$ cat src/sv/gtg_pkg.sv
// Shared types and constants for the go-to-goal heading controller.
package gtg_pkg;

  // Datapath widths
  localparam int XY_W        = 20;  // CORDIC x/y, covers 17 bit deltas times the CORDIC gain
  localparam int Z_W         = 16;  // bearing accumulator, Q3.12
  localparam int HEADING_W   = 15;
  localparam int POS_W       = 16;
  localparam int TOL_W       = 15;
  localparam int SPEED_W     = 15;
  localparam int GAIN_W      = 8;
  localparam int RATE_W      = 16;
  localparam int CFG_ADDR_W  = 3;
  localparam int CFG_DATA_W  = 16;
  localparam int PROD_W      = Z_W + GAIN_W + 1;

  localparam int ATAN_ENTRIES = 21;
  localparam logic signed [Z_W-1:0] HALF_PI_Q12 = 16'sd6434;

  // atan(2^-i) in Q3.12, rounded
  localparam logic signed [Z_W-1:0] ATAN_Q12 [ATAN_ENTRIES] = '{
    16'sd3217, 16'sd1899, 16'sd1003, 16'sd509, 16'sd256, 16'sd128, 16'sd64,
    16'sd32, 16'sd16, 16'sd8, 16'sd4, 16'sd2, 16'sd1,
    16'sd0, 16'sd0, 16'sd0, 16'sd0, 16'sd0, 16'sd0, 16'sd0, 16'sd0
  };

  // Register indexes
  typedef enum logic [CFG_ADDR_W-1:0] {
    REG_TARGET_X  = 3'd0,
    REG_TARGET_Y  = 3'd1,
    REG_POS_TOL   = 3'd2,
    REG_ANGLE_TOL = 3'd3,
    REG_FWD_SPEED = 3'd4,
    REG_TURN_GAIN = 3'd5
  } cfg_reg_t;

  // Motion mode codes
  typedef enum logic [1:0] {
    MODE_TURN   = 2'd0,
    MODE_DRIVE  = 2'd1,
    MODE_ARRIVE = 2'd2
  } mode_t;

  // Payload carried between CORDIC stages
  typedef struct packed {
    logic signed [XY_W-1:0]      x;
    logic signed [XY_W-1:0]      y;
    logic signed [Z_W-1:0]       z;
    logic signed [HEADING_W-1:0] heading;
    logic                        arrived;
  } vec_t;

endpackage

$ cat src/sv/go_to_goal_heading_controller.sv
// Top level of the go-to-goal heading controller.
// Takes one pose item per cycle while in_tready is high and returns one command item
// per pose, in order. Stages: one for the target deltas and arrival check, one
// register stage per CORDIC iteration (capped at 21), one for the gain multiply and
// one for saturation and the output register. Every stage holds its item under
// backpressure and empty stages keep filling, so with out_tready high the sustained
// rate is one item per clock. Target and tolerance registers are set through the cfg
// port; the user must write them only while no item is in flight, unenforced here.
module go_to_goal_heading_controller
  import gtg_pkg::*;
#(
  parameter int CORDIC_ITERATIONS = 14
)
(
  input  logic                  clk,
  input  logic                  rst_n,
  // Configuration write port
  input  logic                  cfg_wr_en,
  input  logic [CFG_ADDR_W-1:0] cfg_addr,
  input  logic [CFG_DATA_W-1:0] cfg_wdata,
  // Pose input
  input  logic                  in_tvalid,
  output logic                  in_tready,
  input  logic [47:0]           in_tdata,   // pose_x[15:0], pose_y[31:16], pose_heading[46:32]
  // Command output
  output logic                  out_tvalid,
  input  logic                  out_tready,
  output logic [39:0]           out_tdata   // linear_speed[14:0], angular_rate[30:15],
                                            // motion_mode[32:31]
);

  localparam int NUM_ITER = (CORDIC_ITERATIONS < ATAN_ENTRIES) ? CORDIC_ITERATIONS
                                                               : ATAN_ENTRIES;

  // Configuration registers
  logic signed [POS_W-1:0] target_x_r;
  logic signed [POS_W-1:0] target_y_r;
  logic [TOL_W-1:0]        pos_tol_r;
  logic [TOL_W-1:0]        angle_tol_r;
  logic [SPEED_W-1:0]      fwd_speed_r;
  logic [GAIN_W-1:0]       turn_gain_r;

  logic                     stg_vld [NUM_ITER+1];
  logic                     stg_rdy [NUM_ITER+1];
  vec_t                     stg_dat [NUM_ITER+1];

  logic [SPEED_W-1:0]       linear_speed;
  logic signed [RATE_W-1:0] angular_rate;
  mode_t                    motion_mode;

  // Register writes; unknown indexes drop
  always_ff @(posedge clk) begin
    if (!rst_n) begin
      target_x_r  <= 16'sd1280;
      target_y_r  <= 16'sd1280;
      pos_tol_r   <= 15'd128;
      angle_tol_r <= 15'd410;
      fwd_speed_r <= 15'd512;
      turn_gain_r <= 8'd32;
    end else if (cfg_wr_en) begin
      case (cfg_reg_t'(cfg_addr))
        REG_TARGET_X:  target_x_r  <= cfg_wdata;
        REG_TARGET_Y:  target_y_r  <= cfg_wdata;
        REG_POS_TOL:   pos_tol_r   <= cfg_wdata[TOL_W-1:0];
        REG_ANGLE_TOL: angle_tol_r <= cfg_wdata[TOL_W-1:0];
        REG_FWD_SPEED: fwd_speed_r <= cfg_wdata[SPEED_W-1:0];
        REG_TURN_GAIN: turn_gain_r <= cfg_wdata[GAIN_W-1:0];
        default: ;
      endcase
    end
  end

  gtg_front u_front (
    .clk          (clk),
    .rst_n        (rst_n),
    .vld_i        (in_tvalid),
    .rdy_o        (in_tready),
    .pose_x       (in_tdata[15:0]),
    .pose_y       (in_tdata[31:16]),
    .pose_heading (in_tdata[46:32]),
    .target_x     (target_x_r),
    .target_y     (target_y_r),
    .pos_tol      (pos_tol_r),
    .vld_o        (stg_vld[0]),
    .rdy_i        (stg_rdy[0]),
    .dat_o        (stg_dat[0])
  );

  // One register stage per CORDIC iteration
  for (genvar i = 0; i < NUM_ITER; i++) begin : g_cordic
    gtg_cordic_stage #(.SHIFT(i)) u_stage (
      .clk   (clk),
      .rst_n (rst_n),
      .vld_i (stg_vld[i]),
      .rdy_o (stg_rdy[i]),
      .dat_i (stg_dat[i]),
      .vld_o (stg_vld[i+1]),
      .rdy_i (stg_rdy[i+1]),
      .dat_o (stg_dat[i+1])
    );
  end

  gtg_back u_back (
    .clk          (clk),
    .rst_n        (rst_n),
    .vld_i        (stg_vld[NUM_ITER]),
    .rdy_o        (stg_rdy[NUM_ITER]),
    .dat_i        (stg_dat[NUM_ITER]),
    .angle_tol    (angle_tol_r),
    .fwd_speed    (fwd_speed_r),
    .turn_gain    (turn_gain_r),
    .vld_o        (out_tvalid),
    .rdy_i        (out_tready),
    .linear_speed (linear_speed),
    .angular_rate (angular_rate),
    .motion_mode  (motion_mode)
  );

  assign out_tdata = {7'b0, motion_mode, angular_rate, linear_speed};

  // Arrived items carry no motion command
  a_arrive_idle: assert property (@(posedge clk) disable iff (!rst_n)
    out_tvalid && motion_mode == MODE_ARRIVE |-> linear_speed == '0 && angular_rate == '0)
    else $error("arrived item carries a motion command");

  // Driving items never turn, turning items never drive
  a_drive_no_turn: assert property (@(posedge clk) disable iff (!rst_n)
    out_tvalid && motion_mode == MODE_DRIVE |-> angular_rate == '0)
    else $error("driving item has a turn rate");

  a_turn_no_speed: assert property (@(posedge clk) disable iff (!rst_n)
    out_tvalid && motion_mode == MODE_TURN |-> linear_speed == '0)
    else $error("turning item has a forward speed");

  // Pipeline comes out of reset empty
  a_reset_empty: assert property (@(posedge clk)
    !rst_n |=> !out_tvalid)
    else $error("output valid right after reset");

endmodule

$ cat src/sv/gtg_front.sv
// Front stage: target deltas, arrival check and quadrant pre-rotation.
module gtg_front
  import gtg_pkg::*;
(
  input  logic                        clk,
  input  logic                        rst_n,
  input  logic                        vld_i,
  output logic                        rdy_o,
  input  logic signed [POS_W-1:0]     pose_x,
  input  logic signed [POS_W-1:0]     pose_y,
  input  logic signed [HEADING_W-1:0] pose_heading,
  input  logic signed [POS_W-1:0]     target_x,
  input  logic signed [POS_W-1:0]     target_y,
  input  logic [TOL_W-1:0]            pos_tol,
  output logic                        vld_o,
  input  logic                        rdy_i,
  output vec_t                        dat_o
);

  logic        vld_r;
  vec_t        dat_r;
  vec_t        dat_nxt;
  logic signed [POS_W:0] dx;
  logic signed [POS_W:0] dy;
  logic [POS_W:0]        adx;
  logic [POS_W:0]        ady;
  logic signed [XY_W-1:0] dx_e;
  logic signed [XY_W-1:0] dy_e;

  assign rdy_o = !vld_r || rdy_i;

  // Deltas to the target and the per-axis band check
  always_comb begin
    dx   = $signed({target_x[POS_W-1], target_x}) - $signed({pose_x[POS_W-1], pose_x});
    dy   = $signed({target_y[POS_W-1], target_y}) - $signed({pose_y[POS_W-1], pose_y});
    adx  = dx[POS_W] ? (POS_W+1)'(-dx) : (POS_W+1)'(dx);
    ady  = dy[POS_W] ? (POS_W+1)'(-dy) : (POS_W+1)'(dy);
    dx_e = XY_W'(dx);
    dy_e = XY_W'(dy);
    dat_nxt.heading = pose_heading;
    dat_nxt.arrived = (adx <= {2'b00, pos_tol}) && (ady <= {2'b00, pos_tol});
    // Rotate left-half vectors into the right half plane
    if (dx[POS_W]) begin
      if (!dy[POS_W]) begin
        dat_nxt.x = dy_e;
        dat_nxt.y = -dx_e;
        dat_nxt.z = HALF_PI_Q12;
      end else begin
        dat_nxt.x = -dy_e;
        dat_nxt.y = dx_e;
        dat_nxt.z = -HALF_PI_Q12;
      end
    end else begin
      dat_nxt.x = dx_e;
      dat_nxt.y = dy_e;
      dat_nxt.z = '0;
    end
  end

  // Hold valid until downstream takes the item
  always_ff @(posedge clk) begin
    if (!rst_n) begin
      vld_r <= 1'b0;
    end else if (rdy_o) begin
      vld_r <= vld_i;
    end
  end

  always_ff @(posedge clk) begin
    if (rdy_o && vld_i) begin
      dat_r <= dat_nxt;
    end
  end

  assign vld_o = vld_r;
  assign dat_o = dat_r;

endmodule

$ cat src/sv/gtg_cordic_stage.sv
// One registered CORDIC vectoring iteration.
module gtg_cordic_stage
  import gtg_pkg::*;
#(
  parameter int SHIFT = 0
)
(
  input  logic clk,
  input  logic rst_n,
  input  logic vld_i,
  output logic rdy_o,
  input  vec_t dat_i,
  output logic vld_o,
  input  logic rdy_i,
  output vec_t dat_o
);

  logic vld_r;
  vec_t dat_r;
  vec_t dat_nxt;
  logic signed [XY_W-1:0] xs;
  logic signed [XY_W-1:0] ys;

  assign rdy_o = !vld_r || rdy_i;

  // Rotate toward the x axis and accumulate the angle
  always_comb begin
    xs = dat_i.x >>> SHIFT;
    ys = dat_i.y >>> SHIFT;
    dat_nxt = dat_i;
    if (!dat_i.y[XY_W-1] && (dat_i.y != '0)) begin
      dat_nxt.x = dat_i.x + ys;
      dat_nxt.y = dat_i.y - xs;
      dat_nxt.z = dat_i.z + ATAN_Q12[SHIFT];
    end else begin
      dat_nxt.x = dat_i.x - ys;
      dat_nxt.y = dat_i.y + xs;
      dat_nxt.z = dat_i.z - ATAN_Q12[SHIFT];
    end
  end

  always_ff @(posedge clk) begin
    if (!rst_n) begin
      vld_r <= 1'b0;
    end else if (rdy_o) begin
      vld_r <= vld_i;
    end
  end

  always_ff @(posedge clk) begin
    if (rdy_o && vld_i) begin
      dat_r <= dat_nxt;
    end
  end

  assign vld_o = vld_r;
  assign dat_o = dat_r;

endmodule

$ cat src/sv/gtg_back.sv
// Back end: heading error test, gain multiply, saturation and output register.
module gtg_back
  import gtg_pkg::*;
(
  input  logic                 clk,
  input  logic                 rst_n,
  input  logic                 vld_i,
  output logic                 rdy_o,
  input  vec_t                 dat_i,
  input  logic [TOL_W-1:0]     angle_tol,
  input  logic [SPEED_W-1:0]   fwd_speed,
  input  logic [GAIN_W-1:0]    turn_gain,
  output logic                 vld_o,
  input  logic                 rdy_i,
  output logic [SPEED_W-1:0]   linear_speed,
  output logic signed [RATE_W-1:0] angular_rate,
  output mode_t                motion_mode
);

  localparam int SH_W = PROD_W - 4;

  // Multiply stage
  logic                     m_vld_r;
  logic                     m_rdy;
  logic signed [PROD_W-1:0] prod_r;
  logic signed [PROD_W-1:0] prod_nxt;
  logic                     turn_r;
  logic                     turn_nxt;
  logic                     arrived_r;
  logic signed [Z_W:0]      err;
  logic [Z_W:0]             abs_err;

  // Output stage
  logic                     o_vld_r;
  logic                     o_rdy;
  logic [SPEED_W-1:0]       speed_r;
  logic [SPEED_W-1:0]       speed_nxt;
  logic signed [RATE_W-1:0] rate_r;
  logic signed [RATE_W-1:0] rate_nxt;
  mode_t                    mode_r;
  mode_t                    mode_nxt;
  logic signed [SH_W-1:0]   sh;

  assign o_rdy = !o_vld_r || rdy_i;
  assign m_rdy = !m_vld_r || o_rdy;
  assign rdy_o = m_rdy;

  // Unwrapped heading error and bearing times gain
  always_comb begin
    err      = $signed({dat_i.z[Z_W-1], dat_i.z})
             - $signed({{(Z_W+1-HEADING_W){dat_i.heading[HEADING_W-1]}}, dat_i.heading});
    abs_err  = err[Z_W] ? (Z_W+1)'(-err) : (Z_W+1)'(err);
    turn_nxt = abs_err > {{(Z_W+1-TOL_W){1'b0}}, angle_tol};
    prod_nxt = $signed({{(PROD_W-Z_W){dat_i.z[Z_W-1]}}, dat_i.z})
             * $signed({{(PROD_W-GAIN_W){1'b0}}, turn_gain});
  end

  always_ff @(posedge clk) begin
    if (!rst_n) begin
      m_vld_r <= 1'b0;
    end else if (m_rdy) begin
      m_vld_r <= vld_i;
    end
  end

  always_ff @(posedge clk) begin
    if (m_rdy && vld_i) begin
      prod_r    <= prod_nxt;
      turn_r    <= turn_nxt;
      arrived_r <= dat_i.arrived;
    end
  end

  // Floor divide by 16, saturate, pick the command set
  always_comb begin
    sh = prod_r[PROD_W-1:4];
    if (sh[SH_W-1:RATE_W-1] == '0 || sh[SH_W-1:RATE_W-1] == '1) begin
      rate_nxt = sh[RATE_W-1:0];
    end else if (sh[SH_W-1]) begin
      rate_nxt = {1'b1, {(RATE_W-1){1'b0}}};
    end else begin
      rate_nxt = {1'b0, {(RATE_W-1){1'b1}}};
    end
    speed_nxt = '0;
    if (arrived_r) begin
      mode_nxt = MODE_ARRIVE;
      rate_nxt = '0;
    end else if (turn_r) begin
      mode_nxt = MODE_TURN;
    end else begin
      mode_nxt  = MODE_DRIVE;
      rate_nxt  = '0;
      speed_nxt = fwd_speed;
    end
  end

  always_ff @(posedge clk) begin
    if (!rst_n) begin
      o_vld_r <= 1'b0;
    end else if (o_rdy) begin
      o_vld_r <= m_vld_r;
    end
  end

  always_ff @(posedge clk) begin
    if (o_rdy && m_vld_r) begin
      speed_r <= speed_nxt;
      rate_r  <= rate_nxt;
      mode_r  <= mode_nxt;
    end
  end

  assign vld_o        = o_vld_r;
  assign linear_speed = speed_r;
  assign angular_rate = rate_r;
  assign motion_mode  = mode_r;

endmodule

$ cat config.mk
export PLATFORM = sky130hd
export DESIGN_NAME = go_to_goal_heading_controller
export DESIGN_NICKNAME = d
export VERILOG_FILES = /design/src/sv/gtg_pkg.sv /design/src/sv/go_to_goal_heading_controller.sv /design/src/sv/gtg_front.sv /design/src/sv/gtg_cordic_stage.sv /design/src/sv/gtg_back.sv
export SDC_FILE = /design/constraint.sdc
export NUM_CORES = 2
export LEC_CHECK = 0
export ABC_AREA = 1
export BUFFER_PORTS_ARGS = -buffer_cell sky130_fd_sc_hd__buf_2
export CORE_MARGIN = 2
export CORE_UTILIZATION = 40
export CTS_BUF_LIST = sky130_fd_sc_hd__clkbuf_4 sky130_fd_sc_hd__clkbuf_8 sky130_fd_sc_hd__clkbuf_16
export DETAILED_ROUTE_END_ITERATION = 7
export SLEW_MARGIN = 20
export SYNTH_ARGS = -nofsm -noshare
export SYNTH_HDL_FRONTEND = slang
export SYNTH_SLANG_ARGS = --single-unit
$ cat constraint.sdc
create_clock -name clk -period 6.25 [get_ports clk]
set_input_delay 0.625 -clock clk [delete_from_list [all_inputs] [get_ports clk]]
set_output_delay 0.625 -clock clk [all_outputs]
set_load 0.01 [all_outputs]
==> impl_metrics.csv <==
group,metric,value,unit
synth,synthAdderAreaFrac,15.6,%
clocking,h-tree-depth,3,
worst_setup_path,cp.required,6.77,ns
clocking,clk_latency,0.76,ns
power,clkPwrFrac,37.0,%
worst_setup_path,arrival,5.63,ns
synth,synth_top_family_by_area,"simple AND/OR/NAND/NOR gates",
power,pwr_density_cell,232,nW/um2
die,die_w,448,um
final_layout,layout_common_cells,"1702 x nand2_1, 1178 x inv_1, 997 x edfxtp_1, 764 x ha_1, 742 x a21oi_1",
global_routing,antenna_found_initial,10,
clocking,clk_pin_slew,0.07,ns
sta,hold_violations,0,
worst_setup_path,cp_max_fo,17,
synth,synth-simple-area-share,16.6,%
clocking,clockBufferDepth,3,
power,p_seq_share,42.6,%
flow_run,drv_cap,0,
synth,syn-instance-count,8940,
worst_setup_path,end_kind,"flop",
clocking,cts_hold_buf,5,
power,comb_power_share,20.5,%
sta,layout_min_cycle_time,5.11,ns
synth,syn_avg_cell_area,8.84,um2
synth,synthXorXnorAreaFrac,9.16,%
power,total_power,20200,uW
routing,postRouteAntennaNets,0,
clocking,cts_root_buffer,"clkbuf_16",
synth,synth_area,79000,um2
routing,wl_met3,7870,um
placement,dp_hpwl,156000,um
routing,route.detailed.drc,0,
routing,detail_route.wl_per_cell,16.4,um
sta,maxSlewHeadroom,24.2,%
die,fp-row-count,163,
die,start_util,40.1,%
final_layout,drive_above_1_share,4.71,%
synth,ys_seq_area_share,40.5,%
synth,muxShareOfSynthArea,0.0570,%
placement,numPortBuffers,105,
power,internal-power,14200,uW
sta,worst_pin_slew,1.13,ns
power,ir_drop,0.287,mV
synth,synth-compound-area-share,11.6,%
sta,timing.final.crit_share,81.8,%
routing,drt-pass1-iter-count,7,
die,die_y,448,um
sta,clock.fmax,196,MHz
routing,vias,61200,
clocking,cts-buffers-inserted,119,
synth,synth_enable_flop_cells,997,
die,ios,114,
sta,skew,0.0433,ns
sta,rsz0062_at_grt,"false",
die,dieArea,201000,um2
clocking,tritoncts,"built",
global_routing,grt_pass1_vias,58900,
hold_path,min_delay_path_depth,1,
synth,synthArstFlopShare,0,%
die,coreArea,197000,um2
worst_setup_path,crit_path_start_kind,"flop",
placement,place.gp.congestion,0.929,
power,power.leakage,0.0383,uW
final_layout,final_nets,10100,
worst_setup_path,crit_type,"flop to flop",
routing,via_per_inst,5.16,
sta,slew_viol_final,0,
clocking,post-cts-setup-buffer-count,0,
global_routing,track_usage,19.1,%
routing,routedLengthMet1,87800,um
sta,holdWs,0.0642,ns
routing,drt_iter0_markers,4112,
power,sw_frac_of_total,29.6,%
global_routing,grt_max_degree,82,
clocking,cts_resized,0,
outcome,status,"complete, no violations",
sta,setup_viol,0,
final_layout,final_util,44.2,%
routing,met2_wirelength,93500,um
power,power.switching,5990,uW
final_layout,layout_commonest_cell,"nand2_1",
worst_setup_path,r2r_cells,17,
final_layout,synthToLayoutAreaGrowth,10.1,%
synth,ys_types,65,
clocking,cts.sinks,1099,
sta,final.setup.tns,0,ns
routing,routed_wl,195000,um
global_routing,overflow,0,
hold_path,holdCritPathClass,"input pin to flop",
global_routing,grt_pass1_wl,311000,um
synth,synth_seq_cells,1099,
synth,ys.flop_type,"edfxtp_1",
synth,yosys_warnings,0,
routing,dr.max_layer_used,"met5",
[area by class of cell]
type	count	area [um2]
sequential	1099	32000
timing repair buffer	139	813
multi-input combinational	6554	42200
inverter	1197	4490
tap	2640	3300
clock buffer	132	3110
clock inverter	94	1100
antenna	2	5.00
fill	19200	110000
[per-stage QoR]
stage	worst slack, ns	cells	area (um2)
floorplan	1.04	8974	79100
global placement	1.14	11600	82700
detailed placement	1.12	11600	82700
CTS	1.17	11900	86900
global route	0.851	11900	87000
finish	1.14	11900	87000
[flip-flops by register name (all words and copies together) (netlist names)]
register and flops:
pos_tol_r 15, u_back.vld_o 1, u_back.prod_r 21, u_back.arrived_r 1, target_x_r 16, u_back.turn_r 1
u_back.m_vld_r 1, g_cordic.u_stage.dat_o 882, u_back.angular_rate 16, u_front.vld_o 1, turn_gain_r 8, g_cordic.u_stage.vld_o 14
angle_tol_r 15, fwd_speed_r 15, target_y_r 16, u_back.motion_mode 2, u_back.linear_speed 15, u_front.dat_o 59
[cells in the mapped netlist, types with 139 or more instances]
cell type  instances  area [um2]
nand2_1         1702        6390
inv_1           1185        4450
edfxtp_1         997       29900
ha_1             764        9560
a21oi_1          746        3730
nor2_1           695        2610
xor2_1           599        5250
o21ai_0          480        2400
nand3_1          353        1770
xnor2_1          225        1970
fa_1             139        2780
nor3_1           139         696
[cells by family after synthesis]
kind of cell / Yosys count
xor gates and xnor gates: 825
buffers and inverters: 1321
DFF: 1099
adders and majority gates: 903
muxes: 4
other: 1
and+or+nand+nor: 3145
AOI/OAI and AO/OA: 1642
[power groups by stage]
stage	Clock (uW)	Combinational, uW	Sequential, uW
3_5_place_dp	0	4070	8760
4_1_cts	7690	4100	8600
3_3_place_gp	0	4030	8750
6_report	7470	4130	8600
5_1_grt	7950	4650	8620
2_1_floorplan	0	3030	8670
[metal layers]
metal  up-vias  GRT usage, %
li1      30700             -
met1     28800          25.1
met2      1290          33.1
met3       310          2.28
met4         2          5.59
met5         -             0
[worst max-delay path, cell delays in order (launching register included)]
cell,delay [ns]
dfxtp_1,0.81
nand2_1,0.17
fa_1,0.57
inv_1,0.06
fa_1,0.52
inv_1,0.06
fa_1,0.48
fa_1,0.54
inv_1,0.04
ha_1,0.35
a21oi_1,0.19
nor2_1,0.06
o21ai_0,0.17
o211ai_1,0.16
a21oi_1,0.28
o21bai_1,0.15
a21oi_1,0.19
xnor2_1,0.08
[final timing paths]
check	end	start	slack (ns)
max reg2reg	u_back.prod_r[20]	turn_gain_r[2]	1.14
min	u_front.dat_o[6]	in_tdata[37]	0.06
max	u_back.prod_r[20]	turn_gain_r[2]	1.14
min reg2reg	g_cordic[2].u_stage.dat_o[14]	g_cordic[1].u_stage.dat_o[14]	0.40
Note: power is estimated with default switching activity, not from simulation.
